==> src/rtl/core/sbe_pkg.sv <==
package sbe_pkg;

    localparam int PC_W     = 10;
    localparam int METHOD_W = 4;
    localparam int OP_W     = 5;
    localparam int ST_W     = 3;

    localparam logic [OP_W-1:0] OP_LOAD    = 5'd0;
    localparam logic [OP_W-1:0] OP_CONST   = 5'd1;
    localparam logic [OP_W-1:0] OP_STORE   = 5'd2;
    localparam logic [OP_W-1:0] OP_ADD     = 5'd3;
    localparam logic [OP_W-1:0] OP_SUB     = 5'd4;
    localparam logic [OP_W-1:0] OP_MUL     = 5'd5;
    localparam logic [OP_W-1:0] OP_DIV     = 5'd6;
    localparam logic [OP_W-1:0] OP_LT      = 5'd7;
    localparam logic [OP_W-1:0] OP_EQ      = 5'd8;
    localparam logic [OP_W-1:0] OP_AND     = 5'd9;
    localparam logic [OP_W-1:0] OP_OR      = 5'd10;
    localparam logic [OP_W-1:0] OP_NOT     = 5'd11;
    localparam logic [OP_W-1:0] OP_GOTO    = 5'd12;
    localparam logic [OP_W-1:0] OP_IFFALSE = 5'd13;
    localparam logic [OP_W-1:0] OP_CALL    = 5'd14;
    localparam logic [OP_W-1:0] OP_RETURN  = 5'd15;
    localparam logic [OP_W-1:0] OP_PRINT   = 5'd16;
    localparam logic [OP_W-1:0] OP_STOP    = 5'd17;

    localparam logic [ST_W-1:0] ST_OK         = 3'd0;
    localparam logic [ST_W-1:0] ST_UNDERFLOW  = 3'd1;
    localparam logic [ST_W-1:0] ST_OVERFLOW   = 3'd2;
    localparam logic [ST_W-1:0] ST_DIV_ZERO   = 3'd3;
    localparam logic [ST_W-1:0] ST_FRAME_OVF  = 3'd4;
    localparam logic [ST_W-1:0] ST_NO_CALLER  = 3'd5;

    localparam logic [METHOD_W-1:0] MAIN_METHOD = 4'd0;

    typedef struct packed {
        logic [OP_W-1:0]     action;
        logic signed [31:0]  immediate;
        logic [3:0]          var_index;
        logic [PC_W-1:0]     jump_target;
        logic [METHOD_W-1:0] method_target;
    } t_in_item;

    typedef struct packed {
        logic [PC_W-1:0]     next_pc;
        logic [METHOD_W-1:0] method_id;
        logic                print_valid;
        logic signed [31:0]  print_value;
        logic                halted;
        logic [ST_W-1:0]     status;
    } t_out_item;

    typedef struct packed {
        logic load_instr;
        logic cap_b;
        logic cap_a;
        logic div_start;
        logic commit;
    } t_cmd;

    typedef struct packed {
        logic go_div;
        logic div_done;
        logic out_free;
    } t_stat;

endpackage

==> src/rtl/core/sbe_ctrl.sv <==
module sbe_ctrl (
    input  logic          i_clk,
    input  logic          i_rst_n,
    input  logic          i_in_valid,
    input  sbe_pkg::t_stat i_stat,
    output logic          o_in_stall,
    output sbe_pkg::t_cmd  o_cmd
);

    localparam logic [2:0] S_IDLE = 3'd0;
    localparam logic [2:0] S_RDB  = 3'd1;
    localparam logic [2:0] S_RDA  = 3'd2;
    localparam logic [2:0] S_EXEC = 3'd3;
    localparam logic [2:0] S_DIV  = 3'd4;
    localparam logic [2:0] S_FIN  = 3'd5;

    logic [2:0] r_state;
    logic [2:0] n_state;

    always_comb begin
        n_state = r_state;
        o_cmd   = '0;
        unique case (r_state)
            S_IDLE: begin
                if (i_in_valid) begin
                    o_cmd.load_instr = 1'b1;
                    n_state = S_RDB;
                end
            end
            S_RDB: begin
                o_cmd.cap_b = 1'b1;
                n_state = S_RDA;
            end
            S_RDA: begin
                o_cmd.cap_a = 1'b1;
                n_state = S_EXEC;
            end
            S_EXEC: begin
                if (i_stat.go_div) begin
                    o_cmd.div_start = 1'b1;
                    n_state = S_DIV;
                end else begin
                    n_state = S_FIN;
                end
            end
            S_DIV: begin
                if (i_stat.div_done) begin
                    n_state = S_FIN;
                end
            end
            S_FIN: begin
                if (i_stat.out_free) begin
                    o_cmd.commit = 1'b1;
                    n_state = S_IDLE;
                end
            end
            default: n_state = S_IDLE;
        endcase
    end

    always_ff @(posedge i_clk) begin
        if (!i_rst_n) begin
            r_state <= S_IDLE;
        end else begin
            r_state <= n_state;
        end
    end

    assign o_in_stall = (r_state != S_IDLE);

endmodule

==> config.mk <==
export PLATFORM = sky130hd
export DESIGN_NAME = sbe_ctrl
export DESIGN_NICKNAME = d
export VERILOG_FILES = /design/src/rtl/core/sbe_pkg.sv /design/src/rtl/core/sbe_ctrl.sv
export SDC_FILE = /design/constraint.sdc
export NUM_CORES = 1
export LEC_CHECK = 0
export ABC_AREA = 1
export BUFFER_PORTS_ARGS = -buffer_cell sky130_fd_sc_hd__buf_2
export CORE_AREA = 2 2 39 41
export CTS_BUF_LIST = sky130_fd_sc_hd__clkbuf_8 sky130_fd_sc_hd__clkbuf_16
export DETAILED_ROUTE_END_ITERATION = 12
export DIE_AREA = 0 0 41 43
export GPL_ROUTABILITY_DRIVEN = 0
export PLACE_DENSITY = 0.48
export RECOVER_POWER = 50
export SLEW_MARGIN = 20
export SYNTH_ARGS = -nofsm -noshare
export SYNTH_HDL_FRONTEND = slang
export SYNTH_SLANG_ARGS = --single-unit
export TNS_END_PERCENT = 50
==> constraint.sdc <==
create_clock -name i_clk -period 1.7 [get_ports i_clk]
set_input_delay 0.34 -clock i_clk [delete_from_list [all_inputs] [get_ports i_clk]]
set_output_delay 0.34 -clock i_clk [all_outputs]
set_load 0.02 [all_outputs]
-- Word level (Yosys, flattened, before mapping)
Cells that the tools add are included.
- register bits: 3
- input port bits: 6
- output and inout port bits: 6
- word-level logic and storage cells: 25
- equality and inequality tests: 8
- mux-type cells: 13
- reduce and logical (&&, ||, !) cells: 3
- operator list (operator ; number):
    one-hot mux 3 bit (6 select lines) ; 1
    two-way mux 1 bit ; 9
    two-way mux 3 bit ; 3
    equality test 3 x 2 -> 1 bit (second input constant) ; 2
    equality test 3 bit (second input constant) ; 2
    != test 2 bit (second input constant) ; 3
    equality test 3 x 1 -> 1 bit (second input constant) ; 1
    zero test 3 bit ; 1
    AND reduction 3 bit ; 1
    nonzero test 3 bit ; 1

-- Depth between registers and ports, before layout
- word-level depth: 3
- depth in mapped cells: 5
- gate-level depth less buffers: 5

-- Worst setup path before layout
No wires, ideal clock.
- path kind: register to output
- start point: register r_state[2]
- end point: output port o_cmd[0] in the netlist's numbering
- data arrival time: 1.019 ns
- required time: 1.360 ns
- slack: 0.341 ns
- cell stages (with the launch flop): 3
- buffers on the path: 0
- cell sequence: dfxtp_1 inv_2 nor3_1
- RTL lines (item ; RTL line ; source):
    from (decl) ; sbe_ctrl.sv:17 ; logic [2:0] r_state;
    from (signal assigned) ; sbe_ctrl.sv:65 ; r_state <= n_state;
    to (decl) ; sbe_ctrl.sv:7 ; output sbe_pkg::t_cmd o_cmd

==> metrics.log <==
INFO  metric report.final.slew_viol_count = 0
INFO  metric area.growth.synth_to_final = 48.92%
INFO  metric dieWidth = 41 um
INFO  metric critical_register_to_register_path_endpoint = r_state[2]
INFO  metric number_of_global_route_vias_before_repair = 224
INFO  metric timing.critical_path.fanout_max = 6
INFO  metric worstMarginPinSlew = roughly 270 ps
INFO  metric total_power = 745.0 uW
INFO  metric post_dr_vias_cell = around 3.6
INFO  metric synthDominantCellAreaShare = between 20% and 30%
INFO  metric wl_per_cell = 8.106 um
INFO  metric launch_instance_of_the_worst_min_delay_path = i_rst_n
INFO  metric timing.final.ws_setup = 217.8 ps
INFO  metric hold_viol_final = 0
INFO  metric synth.mux.area_fraction = 0%
INFO  metric yosys_warnings = 0
INFO  metric drt-total-wl = about 540 um
INFO  metric final_layout_size_suffix_gt1_share = about two fifths
INFO  metric worst_path_max_delay_cell = dfxtp_1
INFO  metric row_count = 14
INFO  metric synth_area = 232.7 um2
INFO  metric regToRegStartpoint = r_state[2]
INFO  metric fill_cells = ~160
INFO  metric largest_register_ffs = 3
INFO  metric dominant_combinational_cell_family_by_area_after_synthesis = simple AND/OR/NAND/NOR gates
INFO  metric timing.critical_path.slowest_cell_delay = 450 ps
INFO  metric synthAdderAreaFrac = 0%
INFO  metric data_required_time_at_the_worst_endpoint = between 1000 and 1500 ps
INFO  metric fp.dieH = ~43 um
INFO  metric synth_largest_area_cell = dfxtp_1
INFO  metric count_of_max_cap_constraint_violations = 0
INFO  metric commonest_cells_after_routing_fill_and_taps_aside = 10 x buf_2, 7 x inv_1, 6 x nand2_1, 6 x nor2_1
INFO  metric clkSinkCount = 3
INFO  metric power.density_cell_area = 2150 nW/um2
INFO  metric post_layout_nonfiller_instances = 66
INFO  metric overall_overflow_remaining_after_global_route = 0
INFO  metric setup_viol = 0
INFO  metric synth_compound_area_share = roughly 5.4%
INFO  metric crit_type = register to output port
INFO  metric period_share = between 80 and 90%
INFO  metric port-buffer-count = 11
INFO  metric hold_path_depth = 2
INFO  metric critPathArrivalTime = approximately 1100 ps
INFO  metric hpwlAfterDp = between 400 and 500 um
INFO  metric relSlewSlack = a little over 80%
INFO  metric ios = 12
INFO  metric antenna-diode-count = 0
INFO  metric htree_levels = 1
INFO  metric grt_pass1_wl = 834 um
INFO  metric avgSynthCellArea = 6.649 um2
INFO  metric worstPathCellList = inv_2 > nor3_1 > buf_2
INFO  metric clk_latency = approximately 210 ps
INFO  metric reg2reg_depth = 5
INFO  metric fp.dieArea = around 1800 um2
INFO  metric post-route-util = about a quarter
INFO  metric largest_net_degree_at_the_start_of_global_routing = 7
INFO  metric worst_reg2reg_setup_slack = slightly above 600 ps
INFO  metric drt_pre_antenna_iters = 3
INFO  metric cts_root_buf = clkbuf_8
INFO  metric remaining_drc_errors = 0
INFO  metric mostFrequentLayoutCell = buf_2
INFO  metric setup_repair_after_global_routing_missed_its_margin = false
INFO  metric synth.yosys.seq_area_share = between 20% and 30%
INFO  metric post_synth_xor_area_fraction = 0%
INFO  metric outcome = finished, final reports clean
INFO  metric grt_antenna_before_repair = 0
INFO  metric floorplan.initialDensity = between 15 and 20%
INFO  metric first_iter_violations = 4
INFO  metric clock_tree_from_tritoncts = built
INFO  metric largestRegisters = r_state: 3 flops
INFO  metric cellLeakagePower = roughly 0.19 nW
INFO  metric cts-root-to-sink-buffers = 2
INFO  metric dp_cells = 62
INFO  metric postCtsResizedCells = 0
INFO  metric fin_worst_skew = between 0.5 and 0.6 ps
INFO  metric cts_setup_buffers = 0
INFO  metric core-area = 1384 um2
INFO  metric vias = around 240
INFO  metric design.final.nets = between 50 and 60
INFO  metric synth_cell_types = 14
INFO  metric max_freq = ~670 MHz
INFO  metric detail-route-antenna-nets = 0
INFO  metric holdPathEnd = r_state[1]
INFO  metric detailedPlace.worstSlack = approximately 410 ps
INFO  metric cp-end-kind = output port
INFO  metric synth.area.top_cells = dfxtp_1 26%, nand3_2 13%, inv_1 9.7%
INFO  metric synth_seq_cells = 3
INFO  metric track_usage = under 10%
INFO  metric min-delay-path-class = primary input to register
INFO  metric postCtsHoldBufs = 0
INFO  metric fin_setup_tns = 0 ps
INFO  metric numCtsBuffers = 3
INFO  metric synth_simple_gate_area_share = around 58%
INFO  metric worstSetupStartpointType = register
INFO  metric postSynthCellCount = 35
INFO  metric finalWorstPathRequiredPeriod = between 1000 and 1500 ps
INFO  metric vdd_ir_drop_max = about 0.52 mV
INFO  metric synth_fp_nets = 41
INFO  metric path_clk_slew = ~30 ps
INFO  metric registers.top_by_ff_count = r_state
[Yosys cell counts]
master	n
nand3_1	2
nor2_2	1
nand4_1	1
nand2_1	6
o21a_1	1
a21oi_1	1
nor2_1	6
dfxtp_1	3
nand3_2	3
nor2_4	1
inv_1	6
inv_2	1
nor3_1	1
nor3_2	2
[layout make-up]
cell class              instances  area [um2]  area share [%]
clock inverters                 1       3.754           1.083
well taps                      16       20.02           5.776
flip-flops and latches          3       60.06           17.33
inverters                       7       26.28           7.581
clock buffers                   3       41.29           11.91
multi-input cells              25       141.4           40.79
repair buffers                 11       53.80           15.52
[worst max-delay path by stage]
| stage | start | to | slack (ps) | cells past startpoint |
|---|---|---|---|---|
| floorplan | r_state[2] | o_cmd[0] | 340 | 2 |
| global placement | r_state[2] | o_cmd[0] | 450 | 3 |
| detailed placement | r_state[2] | o_cmd[0] | 410 | 3 |
| CTS | r_state[2] | o_cmd[0] | 180 | 3 |
| global route | r_state[2] | o_cmd[0] | 110 | 3 |
| finish | r_state[2] | o_cmd[0] | 220 | 3 |
[power breakdown]
| part | internal [mW] | switching, mW | total, mW |
|---|---|---|---|
| logic | 0.132 | 0.246 | 0.378 |
| registers | 0.105 | 0.0633 | 0.169 |
| clock network | 0.154 | 0.0449 | 0.198 |
| total | 0.390 | 0.355 | 0.745 |
[per-stage QoR]
step                cell area, um2  hold slack, ps
floorplan                    232.7           457.8
detailed placement           307.8           593.3
finish                       346.6           363.7
global placement             307.8           601.3
CTS                          352.8           361.1
global route                 346.6           380.0
[critical path: cells and delay by family (launching register included)]
family / cells / cell delay [ps]
flops: 1 / 450
buf+inv: 2 / 300
simple gates: 1 / 180
[metal layers]
| layer | global-route usage, % | part of all wire [%] | vias up |
|---|---|---|---|
| li1 | - | - | 140 |
| met1 | 8.946 | 48 | 89 |
| met2 | 8.750 | 46 | 7 |
| met3 | 1.571 | 5.8 | 0 |
| met4 | 10.00 | 0 | 0 |
| met5 | 0 | 0 | - |
[logic make-up after synthesis]
kind of cell,after synthesis
AO/OA/AOI/OAI,2
AND/OR/NAND/NOR,23
buffers and inverters,7
flip-flops,3
(Power assumes the default switching activity.)
